--- src/rtl/hdt_pkg.sv ---
// Shared types, sizes and codes of the header dynamic table.
`default_nettype none
package hdt_pkg;

  localparam int ENTRIES     = 16;
  localparam int NAME_BYTES  = 48;
  localparam int VALUE_BYTES = 128;
  localparam int INDEX_BASE  = 62;

  // One lane per slot plus a spare lane that collects the open stream.
  localparam int LANES    = ENTRIES + 1;
  localparam int LANE_W   = $clog2(LANES);
  localparam int SLOT_W   = $clog2(ENTRIES);
  localparam int OCC_W    = $clog2(ENTRIES + 1);
  localparam int NAME_AW  = $clog2(NAME_BYTES);
  localparam int VALUE_AW = $clog2(VALUE_BYTES);
  localparam int NCNT_W   = $clog2(NAME_BYTES + 2);
  localparam int VCNT_W   = $clog2(VALUE_BYTES + 2);

  typedef enum logic [1:0] {
    REQ_CLEAR  = 2'd0,
    REQ_INSERT = 2'd1,
    REQ_FIND   = 2'd2,
    REQ_READ   = 2'd3
  } req_type_e;

  typedef enum logic [2:0] {
    ST_ABSORBED = 3'd0,
    ST_INSERTED = 3'd1,
    ST_REJECTED = 3'd2,
    ST_FOUND    = 3'd3,
    ST_MISS     = 3'd4,
    ST_READ_OK  = 3'd5,
    ST_BAD_IDX  = 3'd6,
    ST_CLEARED  = 3'd7
  } status_e;

  typedef struct packed {
    req_type_e   req_type;
    logic        part;
    logic [7:0]  data_byte;
    logic        has_byte;
    logic        last;
    logic [6:0]  entry_index;
    logic [6:0]  byte_offset;
  } req_t;

  typedef struct packed {
    status_e     status;
    logic [6:0]  found_index;
    logic [7:0]  read_byte;
    logic [5:0]  name_length;
    logic [7:0]  value_length;
    logic [4:0]  entry_count;
  } rsp_t;

  // Command from the control logic to the slot directory.
  typedef struct packed {
    logic              insert;
    logic              clear;
    logic [NCNT_W-1:0] nlen;
    logic [VCNT_W-1:0] vlen;
  } dir_cmd_t;

  // Slot lookup result for a read.
  typedef struct packed {
    logic [LANE_W-1:0] lane;
    logic [NCNT_W-1:0] nlen;
    logic [VCNT_W-1:0] vlen;
  } dir_rd_t;

endpackage
`default_nettype wire

--- src/rtl/hdt_slot_dir.sv ---
// Slot directory: slot-to-lane map, entry lengths, occupancy and match select.
`default_nettype none
module hdt_slot_dir (
  input  wire logic                              clk_i,
  input  wire logic                              rst_ni,
  input  wire hdt_pkg::dir_cmd_t                 cmd_i,
  input  wire logic [hdt_pkg::LANES-1:0]         flags_i,
  input  wire logic [hdt_pkg::SLOT_W-1:0]        rd_slot_i,
  output hdt_pkg::dir_rd_t                       rd_o,
  output logic [hdt_pkg::LANE_W-1:0]             spare_o,
  output logic [hdt_pkg::OCC_W-1:0]              occ_o,
  output logic [hdt_pkg::OCC_W-1:0]              occ_next_o,
  output logic                                   hit_o,
  output logic [hdt_pkg::SLOT_W-1:0]             hit_slot_o
);

  logic [hdt_pkg::LANE_W-1:0] lane_q [hdt_pkg::ENTRIES];
  logic [hdt_pkg::NCNT_W-1:0] nlen_q [hdt_pkg::ENTRIES];
  logic [hdt_pkg::VCNT_W-1:0] vlen_q [hdt_pkg::ENTRIES];
  logic [hdt_pkg::LANE_W-1:0] spare_q;
  logic [hdt_pkg::OCC_W-1:0]  occ_q, occ_d;
  logic [hdt_pkg::ENTRIES-1:0] match;

  always_comb begin
    occ_d = occ_q;
    if (cmd_i.clear) begin
      occ_d = '0;
    end else if (cmd_i.insert && (occ_q < hdt_pkg::OCC_W'(hdt_pkg::ENTRIES))) begin
      occ_d = occ_q + 1'b1;
    end
  end

  // Insert moves the spare lane to slot 0; the lane of the last slot becomes spare.
  always_ff @(posedge clk_i or negedge rst_ni) begin
    if (!rst_ni) begin
      for (int i = 0; i < hdt_pkg::ENTRIES; i++) begin
        lane_q[i] <= hdt_pkg::LANE_W'(i);
      end
      spare_q <= hdt_pkg::LANE_W'(hdt_pkg::ENTRIES);
      occ_q   <= '0;
    end else begin
      occ_q <= occ_d;
      if (cmd_i.insert) begin
        lane_q[0] <= spare_q;
        for (int i = 1; i < hdt_pkg::ENTRIES; i++) begin
          lane_q[i] <= lane_q[i-1];
        end
        spare_q <= lane_q[hdt_pkg::ENTRIES-1];
      end
    end
  end

  always_ff @(posedge clk_i) begin
    if (cmd_i.insert) begin
      nlen_q[0] <= cmd_i.nlen;
      vlen_q[0] <= cmd_i.vlen;
      for (int i = 1; i < hdt_pkg::ENTRIES; i++) begin
        nlen_q[i] <= nlen_q[i-1];
        vlen_q[i] <= vlen_q[i-1];
      end
    end
  end

  always_comb begin
    for (int i = 0; i < hdt_pkg::ENTRIES; i++) begin
      match[i] = (hdt_pkg::OCC_W'(i) < occ_q) && flags_i[lane_q[i]] &&
                 (nlen_q[i] == cmd_i.nlen) && (vlen_q[i] == cmd_i.vlen);
    end
  end

  // Newest entry wins: lowest slot number.
  always_comb begin
    hit_o      = 1'b0;
    hit_slot_o = '0;
    for (int i = hdt_pkg::ENTRIES - 1; i >= 0; i--) begin
      if (match[i]) begin
        hit_o      = 1'b1;
        hit_slot_o = hdt_pkg::SLOT_W'(i);
      end
    end
  end

  assign rd_o.lane  = lane_q[rd_slot_i];
  assign rd_o.nlen  = nlen_q[rd_slot_i];
  assign rd_o.vlen  = vlen_q[rd_slot_i];
  assign spare_o    = spare_q;
  assign occ_o      = occ_q;
  assign occ_next_o = occ_d;

endmodule
`default_nettype wire

--- config.mk ---
export PLATFORM = sky130hd
export DESIGN_NAME = hdt_slot_dir
export DESIGN_NICKNAME = d
export VERILOG_FILES = /design/src/rtl/hdt_pkg.sv /design/src/rtl/hdt_slot_dir.sv
export SDC_FILE = /design/constraint.sdc
export NUM_CORES = 1
export LEC_CHECK = 0
export ABC_AREA = 1
export BUFFER_PORTS_ARGS = -buffer_cell sky130_fd_sc_hd__buf_2
export CAP_MARGIN = 40
export CORE_MARGIN = 2
export CORE_UTILIZATION = 49
export CTS_BUF_LIST = sky130_fd_sc_hd__clkbuf_8
export DETAILED_ROUTE_END_ITERATION = 16
export PLACE_DENSITY = 0.68
export SLEW_MARGIN = 10
export SYNTH_ARGS = -nofsm -noshare
export SYNTH_HDL_FRONTEND = slang
export SYNTH_SLANG_ARGS = --single-unit
--- constraint.sdc ---
create_clock -name clk_i -period 1.8 [get_ports clk_i]
set_input_delay 0 -clock clk_i [delete_from_list [all_inputs] [get_ports clk_i]]
set_output_delay 0 -clock clk_i [all_outputs]
set_load 0.05 [all_outputs]
==> results.py, run 1 <==
metrics = {
    "pwr": {
        "p_leak_nw": 11.1,
        "ir_worst_vdd_mv": 0.610,
        "power.density_nw_per_um2": 830,
        "total_power_mw": 22.0,
    },
    "global_routing": {
        "grt_overflow_total": 0,
        "grt_max_degree": 142,
        "antenna_found_initial": 0,
        "grt_pass1_vias": 18600,
        "grt_pass1_wl_um": 110000,
        "grtUsageTotal": 0.369,
    },
    "min_path": {
        "hp-start": "cmd_i[14]",
        "min_path_type": "primary input to flip-flop",
    },
    "routing": {
        "wl_per_cell_um": 22.2,
        "firstDrtPassIters": 8,
        "drcViolationCount": 0,
        "ant_nets": 0,
        "via_count": 19600,
        "drt_iter0_drc": 2557,
        "viasPerCell": 5.93,
        "routed_wl_um": 73600,
    },
    "setup_path": {
        "cp-end-kind": "primary output",
        "cp-start-kind": "flip-flop",
        "cp.arrival_ns": 3.11,
        "path_buf_inv": 3,
        "cp_top_family": "simple AND/OR/NAND/NOR gates",
        "crit_chain": "buf_4 > buf_4 > nand2_1 > nand3_1 > nand3_1 > nand2_1 > nand2_1 > nand3_2 > a21oi_2 > nand2_1 > nand2_1 > nand2_1 > nand2_1 > nand2_1 > nand2_1 > nand2_1 > nand2_1 > nand2_1 > nand2_1 > nand2_1 > nand2_1 > nand2_2 > a21oi_4 > buf_6",
        "worst-path-stages": 24,
        "critPathKind": "flip-flop to primary output",
        "slowest_delay_ns": 0.39,
        "cp.required_ns": 1.80,
        "endpoint": "hit_slot_o[0]",
        "reg2regPathDepth": 7,
        "regToRegSetupSlack_ns": 0.04,
        "cp_max_fo": 4,
        "worstSetupStartpoint": "lane_q[0]",
        "cp_common_cell": "nand2_1",
        "r2r_end": "occ_o[3]",
        "r2r_start": "occ_o[2]",
        "crit_slowest_cell": "dfstp_2",
    },
    "sta": {
        "fin_ws_ns": -1.31,
        "rsz0062_at_grt": "yes",
        "clock_skew_ns": 0.0406,
        "period_needed_ns": 3.11,
        "slew_headroom": 0.550,
        "whs_ns": 0.224,
        "setup_viol_count_final": 29,
        "finalHoldViolations": 0,
        "drv_slew": 0,
        "post-route-period-util": 1.73,
        "worst_pin_slew_ns": 0.676,
        "fin_tns_setup_ns": -12.68,
        "max_freq_ghz": 0.322,
    },
    "die": {
        "initial_core_util": 0.496,
        "rows": 71,
        "dieArea_um2": 39600,
        "die_y_um": 199,
        "core_area_um2": 37600,
        "die_x_um": 199,
        "io_pins": 78,
    },
    "yosys": {
        "synth_seq_cells": 314,
        "yosys.area.top_type": "edfxtp_1",
        "synth_cells": 2129,
        "synth_edf_count": 224,
        "synth_cell_types": 56,
        "syn_area_per_cell_um2": 8.75,
        "yosysTopAreaCellShare": 0.361,
        "yosys_warnings": 0,
        "synth.area.top_cells": "edfxtp_1, o21ai_0, dfrtp_1",
        "synth-seq-area-share": 0.484,
        "async_flop_share": 0.287,
        "synthFlopType": "edfxtp_1",
        "synth_nets": 2169,
        "synth_area_um2": 18600,
    },
    "cts": {
        "cts_buffers": 55,
        "cts.path.max_buffers": 3,
        "htreeDepth": 2,
        "clkTransAtPathRegs_ns": 0.07,
        "root_buffer": "clkbuf_8",
        "cts_tree": "yes",
        "clock_latency_ns": 0.69,
        "numClockSinks": 314,
    },
    "final_layout": {
        "mostFrequentLayoutCells": "buf_4, nand2_1, o21ai_0, a21oi_1, edfxtp_1",
        "n_antenna_cell": 0,
        "final_core_util": 0.705,
        "fin_nets": 2794,
        "areaGrowthSynthToFinish_pct": 42.2,
        "layout_commonest_cell": "buf_4",
        "drive_gt1_frac": 0.371,
    },
    "placement": {
        "io_buffers": 77,
        "place_congestion": 0.972,
        "dp.final_hpwl_um": 50900,
    },
    "run_status": {
        "outcome": "finished, violations left",
        "violations": "negative setup slack",
    },
    "job": {
        "maxCapViolCount": 0,
    },
}
## flip-flops by register name, summed over array words and instances, names as in the netlist
signal and flops:
occ_o 5, nlen_q 96, spare_o 5, lane_q 80
vlen_q 128
## stage by stage
step | std cells | setup WS (ns) | area, µm²
after global placement | 3145 | -0.816 | 23700
after floorplan | 2129 | -0.333 | 18800
after CTS | 3294 | -1.32 | 25900
after detailed placement | 3145 | -0.796 | 23700
final | 3310 | -1.31 | 26500
after global routing | 3310 | -1.52 | 26500
## timing repair
action | 4_1_cts | 5_1_grt
hold buffers | 21 | 0
resized for setup | 284 | 142
setup endpoints to repair | 29 | 30
endpoints found under the hold margin | 251 | 0
buffers inserted | 37 | 28
pin swaps | 76 | 74
cloned | 0 | 0
## power breakdown
group,switching (mW),total [mW],internal [mW]
registers,0.564,9.10,8.54
clock network,3.27,6.17,2.90
logic,3.78,6.72,2.93
total,7.62,22.0,14.4
## cells in the mapped netlist (3+ instances only)
cell and n:
buf_4 11, a21oi_1 267, mux2i_1 38, edfxtp_1 224
buf_2 19, nand3_1 74, o22ai_1 36, buf_6 16
clkbuf_1 79, o32ai_1 3, xor2_1 39, dfstp_2 33
nor2_1 72, nand4_1 38, nand2_1 311, o211ai_1 35
a221oi_1 14, or2_2 15, o21ai_0 335, xnor2_1 78
inv_1 184, o41ai_1 3, nor3b_1 3, buf_1 13
a221oi_2 3, or2_1 3, nor3_1 18, o221ai_1 28
o31ai_1 10, nor4_1 19, a21oi_2 3, inv_2 13
dfrtp_1 57
## cell families after synthesis
kind of cell             Yosys count  share of synthesized area
XOR/XNOR                         117                     0.0550
buffers and inverters            342                     0.0809
adder cells (fa/ha/maj)            1                   0.000671
AND/OR/NAND/NOR                  558                      0.131
AO/OA/AOI/OAI                    759                      0.228
flip-flops                       314                      0.484
multiplexers                      38                     0.0204
## per-layer routing
metal	vias to the layer above	share of wire	global-route usage
met5	-	0	0
met4	0	0.050	0.176
met1	9343	0.39	0.487
met2	1198	0.46	0.590
met3	247	0.096	0.0636
li1	8853	-	-
## worst min-delay path: stages
cell and delay [ns]:
dlygate4sd3_1 0.52, buf_2 0.26, a211oi_4 0.09
## area by class of cell
type	instances	area (µm²)
fill	2891	11100
tap	511	639
clock inverter	46	201
inverter	199	759
multi-input combinational	1473	9080
sequential	314	9030
clock buffer	56	771
timing repair buffer	711	6020
## worst min-delay path by stage
stage,to,slack [ns],depth (start not counted)
final,occ_o[1],0.22,3
after global routing,occ_o[1],0.22,3
after CTS,occ_o[1],0.18,3
after detailed placement,spare_o[0],-0.02,1
after global placement,spare_o[0],-0.03,1
after floorplan,lane_q[11],-0.30,0
Power figures use the tool's default switching activity.
==> run 2, diff against run 1 <==
--- a/config.mk
+++ b/config.mk
@@ -5,7 +5,7 @@
 export SDC_FILE = /design/constraint.sdc
 export NUM_CORES = 1
 export LEC_CHECK = 0
-export ABC_AREA = 1
+export ABC_CLOCK_PERIOD_IN_PS = 1800
 export BUFFER_PORTS_ARGS = -buffer_cell sky130_fd_sc_hd__buf_2
 export CAP_MARGIN = 40
 export CORE_MARGIN = 2
==> results.py, run 2 <==
metrics = {
    "sta": {
        "finalHoldViolations": 0,
        "slew_headroom": 0.543,
        "post-route-period-util": 1.88,
        "max_freq_ghz": 0.295,
        "worst_pin_slew_ns": 0.683,
        "drv_slew": 0,
        "fin_ws_ns": -1.58,
        "rsz0062_at_grt": "yes",
        "setup_viol_count_final": 29,
        "clock_skew_ns": 0.0472,
        "period_needed_ns": 3.38,
    },
    "cts": {
        "cts_tree": "yes",
        "numClockSinks": 314,
        "clock_latency_ns": 0.68,
        "clkTransAtPathRegs_ns": 0.06,
        "root_buffer": "clkbuf_8",
        "cts.path.max_buffers": 3,
        "htreeDepth": 2,
        "cts_buffers": 54,
    },
    "setup_path": {
        "cp.required_ns": 1.80,
        "path_buf_inv": 2,
        "cp_max_fo": 7,
        "worstSetupStartpoint": "lane_q[60]",
        "cp_top_family": "multiplexers",
        "cp.arrival_ns": 3.38,
        "crit_slowest_cell": "dfstp_2",
        "crit_chain": "mux4_2 > mux4_2 > nor2b_4 > a31oi_4 > nor4_4 > buf_4 > a21oi_4 > nor2_2 > a31o_4 > buf_8",
        "cp-end-kind": "primary output",
        "cp_common_cell": "mux4_2",
        "r2r_start": "occ_o[4]",
        "cp-start-kind": "flip-flop",
        "critPathKind": "flip-flop to primary output",
        "slowest_delay_ns": 0.62,
    },
    "routing": {
        "ant_nets": 0,
        "wl_per_cell_um": 27.4,
        "drt_iter0_drc": 1295,
        "viasPerCell": 6.11,
        "via_count": 13100,
        "firstDrtPassIters": 12,
        "drcViolationCount": 5,
        "routed_wl_um": 58900,
    },
    "yosys": {
        "synth_nets": 1187,
        "synth_area_um2": 17700,
        "yosysTopAreaCellShare": 0.379,
        "synth_edf_count": 224,
        "synth_cells": 1147,
        "synth_seq_cells": 314,
        "synth.area.top_cells": "edfxtp_1, mux4_2, dfrtp_1",
        "synth-seq-area-share": 0.508,
        "synthTopCellsByCount": "edfxtp_1, mux4_2, xor2_1",
        "synth_cell_types": 57,
        "yosys_warnings": 0,
        "async_flop_share": 0.287,
        "synthFlopType": "edfxtp_1",
        "syn_area_per_cell_um2": 15.5,
        "yosys.area.top_type": "edfxtp_1",
        "yosysMostFrequentCell": "edfxtp_1",
    },
    "global_routing": {
        "grtUsageTotal": 0.313,
        "grt_pass1_vias": 13400,
        "grt_max_degree": 91,
        "grt_overflow_total": 0,
        "grt_pass1_wl_um": 86100,
        "antenna_found_initial": 1,
    },
    "die": {
        "io_pins": 78,
        "rows": 69,
        "die_x_um": 194,
        "initial_core_util": 0.498,
        "dieArea_um2": 37800,
        "core_area_um2": 35700,
        "die_y_um": 194,
    },
    "final_layout": {
        "reg_top3": "vlen_q x128, nlen_q x96, lane_q x80",
        "n_antenna_cell": 0,
        "drive_gt1_frac": 0.555,
        "largest-register": "vlen_q",
        "areaGrowthSynthToFinish_pct": 34.1,
        "largest_reg_flops": 128,
        "layout_commonest_cell": "buf_4",
        "mostFrequentLayoutCells": "buf_4, edfxtp_1, mux4_2, xor2_1, xnor2_1",
        "fin_nets": 1684,
        "fin_cells": 2150,
    },
    "placement": {
        "dp_cells": 2012,
        "dp.final_hpwl_um": 42800,
        "place_congestion": 0.991,
        "io_buffers": 77,
    },
    "run_status": {
        "outcome": "finished, violations left",
        "violations": "design-rule violations, negative setup slack",
    },
    "min_path": {
        "min_path_type": "primary input to flip-flop",
        "hp-start": "cmd_i[14]",
    },
    "pwr": {
        "power.density_nw_per_um2": 766,
        "ir_worst_vdd_mv": 0.686,
        "p_leak_nw": 9.45,
        "total_power_mw": 18.2,
    },
    "job": {
        "maxCapViolCount": 0,
    },
}
==> run 2: where the power goes <==
group	switching, mW	internal [mW]	leakage [nW]
registers	0.254	8.14	3.30
clock network	3.23	3.44	0.620
logic	1.67	1.50	5.53
==> run 2: worst paths after layout <==
path | slack [ns] | cells after the start | to
setup / recovery | -1.58 | 10 | hit_slot_o[0]
hold / removal | 0.20 | 3 | occ_o[4]
setup reg to reg | 0.40 | 6 | occ_o[1]
hold reg to reg | 0.50 | 0 | nlen_q[3][4]
max in group asynchronous | 0.84 | 4 | lane_q[14]
min in group asynchronous | 0.54 | 4 | lane_q[24]
==> run 2: area by class of cell <==
| cell class | instances | area [µm²] |
|---|---|---|
| timing repair buffer | 551 | 4640 |
| clock buffer | 58 | 798 |
| clock inverter | 43 | 283 |
| fill | 2532 | 11900 |
| multi-input combinational | 718 | 8440 |
| sequential | 314 | 9040 |
| tap | 461 | 577 |
| inverter | 5 | 22.5 |
==> run 2: cell families (layout without fill, tap and decap cells) <==
kind of cell / Yosys count / in the layout / share of synthesized area
XOR/XNOR: 227 / 227 / 0.112
flip-flops: 314 / 314 / 0.508
AND/OR/NAND/NOR: 165 / 165 / 0.0550
buffers and inverters: 115 / 657 / 0.0281
adder cells (fa/ha/maj): 1 / 1 / 0.000705
multiplexers: 264 / 264 / 0.270
AO/OA/AOI/OAI: 61 / 61 / 0.0264
==> run 2: worst min-delay path, stage by stage <==
cell and delay, ns:
dlygate4sd3_1 0.51, buf_2 0.24, a21oi_4 0.06
==> run 2: per-stage QoR <==
step / TNS [ns] / util / hold WS (ns) / setup slack [ns] / cell area, µm²
detailed placement: -5.07 / 0.612 / 0.0878 / -1.10 / 21800
floorplan: -3.35 / - / -0.296 / -0.795 / 17900
global placement: -5.63 / 0.612 / 0.0814 / -1.14 / 21800
finish: -20.38 / 0.667 / 0.203 / -1.58 / 23800
CTS: -21.20 / 0.661 / 0.158 / -1.59 / 23600
global route: -22.25 / 0.667 / 0.219 / -1.68 / 23800
==> run 2: per-layer routing <==
metal,track usage,part of all wire,up-vias,wire length [µm]
met2,0.530,0.49,760,29100
li1,-,-,5527,-
met5,0,0.00022,-,13
met4,0.127,0.045,2,2670
met3,0.0807,0.10,137,6020
met1,0.386,0.36,6711,21100
==> run 2: repair_timing <==
| item | CTS | global route |
|---|---|---|
| hold endpoints to repair | 267 | 0 |
| setup buffers | 18 | 21 |
| pin swaps | 4 | 6 |
| endpoints found under the setup margin | 29 | 29 |
| resized for setup | 119 | 41 |
| hold buffers | 18 | 0 |
==> run 3, diff against run 2 <==
--- a/config.mk
+++ b/config.mk
@@ -8,7 +8,6 @@
 export ABC_CLOCK_PERIOD_IN_PS = 1800
 export BUFFER_PORTS_ARGS = -buffer_cell sky130_fd_sc_hd__buf_2
 export CAP_MARGIN = 40
-export CORE_MARGIN = 2
 export CORE_UTILIZATION = 49
 export CTS_BUF_LIST = sky130_fd_sc_hd__clkbuf_8
 export DETAILED_ROUTE_END_ITERATION = 16
==> results.py, run 3 (synthesis results as in run 2) <==
metrics = {
    "pwr": {
        "power.density_nw_per_um2": 762,
        "total_power_mw": 18.2,
        "ir_worst_vdd_mv": 0.721,
        "p_leak_nw": 9.53,
    },
    "cts": {
        "numClockSinks": 314,
        "clkTransAtPathRegs_ns": 0.07,
        "root_buffer": "clkbuf_8",
        "clock_latency_ns": 0.66,
        "cts_buffers": 54,
        "cts_tree": "yes",
        "cts.path.max_buffers": 3,
        "htreeDepth": 2,
    },
    "sta": {
        "whs_ns": 0.0808,
        "post-route-period-util": 1.86,
        "fin_tns_setup_ns": -20.24,
        "max_freq_ghz": 0.298,
        "worst_pin_slew_ns": 0.527,
        "period_needed_ns": 3.35,
        "clock_skew_ns": 0.0216,
        "rsz0062_at_grt": "yes",
        "fin_ws_ns": -1.55,
        "setup_viol_count_final": 29,
        "finalHoldViolations": 0,
        "drv_slew": 0,
        "slew_headroom": 0.644,
    },
    "routing": {
        "via_count": 13200,
        "drt_iter0_drc": 1525,
        "firstDrtPassIters": 5,
        "viasPerCell": 6.15,
        "wl_per_cell_um": 27.9,
        "routed_wl_um": 59800,
        "ant_nets": 0,
        "drcViolationCount": 0,
    },
    "final_layout": {
        "fin_nets": 1683,
        "fillers": 2539,
        "reg_top3": "vlen_q x128, nlen_q x96, lane_q x80",
        "drive_gt1_frac": 0.559,
        "largest-register": "vlen_q",
        "areaGrowthSynthToFinish_pct": 34.6,
        "layout_commonest_cell": "buf_4",
        "n_antenna_cell": 0,
        "largest_reg_flops": 128,
        "mostFrequentLayoutCells": "buf_4, edfxtp_1, mux4_2, xor2_1, xnor2_1",
        "fin_cells": 2147,
        "final_core_util": 0.672,
    },
    "setup_path": {
        "r2r_end": "occ_o[1]",
        "cp-end-kind": "primary output",
        "cp-start-kind": "flip-flop",
        "cp_max_fo": 2,
        "reg2regPathDepth": 7,
        "regToRegSetupSlack_ns": 0.27,
        "critPathKind": "flip-flop to primary output",
        "r2r_start": "occ_o[4]",
        "cp.arrival_ns": 3.35,
        "cp.required_ns": 1.80,
    },
    "die": {
        "io_pins": 78,
        "core_area_um2": 35600,
        "die_y_um": 192,
        "initial_core_util": 0.499,
        "die_x_um": 192,
        "rows": 69,
        "dieArea_um2": 37000,
    },
    "run_status": {
        "violations": "negative setup slack",
        "outcome": "finished, violations left",
    },
    "global_routing": {
        "grt_max_degree": 48,
        "antenna_found_initial": 0,
        "grt_pass1_vias": 13400,
        "grtUsageTotal": 0.334,
        "grt_pass1_wl_um": 87800,
        "grt_overflow_total": 0,
    },
    "min_path": {
        "min_path_type": "primary input to asynchronous set/reset pin",
    },
    "placement": {
        "place_congestion": 0.965,
        "dp_cells": 2016,
        "io_buffers": 77,
        "dp.final_hpwl_um": 43800,
    },
    "job": {
        "maxCapViolCount": 0,
    },
}
## run 3: cell types whose count changed in the layout (fill, tap and decap cells not counted), sizes merged
cell      previous run  this run
inv                 23        26
clkinv              21        16
clkbuf              58        59
clkinvlp             1         0
buf                533       532
## run 3: final cells by class
type | count | area (µm²) | share of cell area
sequential | 314 | 9040 | 0.378
multi-input combinational | 718 | 8450 | 0.354
timing repair buffer | 550 | 4740 | 0.199
clock buffer | 59 | 812 | 0.0340
tap | 461 | 577 | 0.0241
clock inverter | 40 | 251 | 0.0105
inverter | 5 | 18.8 | 0.000786
## run 3: through the flow
step           setup WS, ns  instance area (µm²)
3_5_place_dp          -1.10                22000
3_3_place_gp          -1.11                22000
2_1_floorplan        -0.795                17900
5_1_grt               -1.67                23900
4_1_cts               -1.57                23700
6_report              -1.55                23900
## run 3: worst max-delay path by stage
stage          slack (ns)       endpoint     startpoint
6_report            -1.55  hit_slot_o[0]  vlen_q[15][5]
5_1_grt             -1.67  hit_slot_o[3]     lane_q[60]
4_1_cts             -1.57  hit_slot_o[1]  vlen_q[13][0]
3_5_place_dp        -1.10  hit_slot_o[1]  vlen_q[13][5]
3_3_place_gp        -1.11  hit_slot_o[1]  vlen_q[13][5]
2_1_floorplan       -0.80  hit_slot_o[3]     lane_q[60]
## run 3: power by group
group / switching, mW / internal (mW) / total (mW)
combinational: 1.68 / 1.52 / 3.20
clock: 3.14 / 3.45 / 6.59
sequential: 0.262 / 8.14 / 8.41
total: 5.08 / 13.1 / 18.2
## run 3: worst max-delay path, cell delays in order (launching register included)
cell and delay (ns):
edfxtp_1 0.44, xor2_1 0.23, nor4_2 0.36, nand4_1 0.29, buf_4 0.25, a31oi_2 0.25, a21oi_1 0.11, o21ai_1 0.14
a21oi_1 0.09, o21ai_1 0.20, a31o_4 0.19, buf_8 0.14
## run 3: what timing repair did
item	CTS	global route
hold buffers	18	0
endpoints found under the setup margin	29	29
pin swaps	22	8
buffers inserted	26	14
hold endpoints to repair	164	0
resized for setup	120	39
cloned	0	0
## run 3: layer usage
| layer | up-vias | track usage | part of all wire |
|---|---|---|---|
| li1 | 5526 | - | - |
| met1 | 6783 | 0.434 | 0.38 |
| met2 | 754 | 0.537 | 0.49 |
| met3 | 151 | 0.0653 | 0.087 |
| met4 | 0 | 0.162 | 0.049 |
| met5 | - | 0 | 0 |
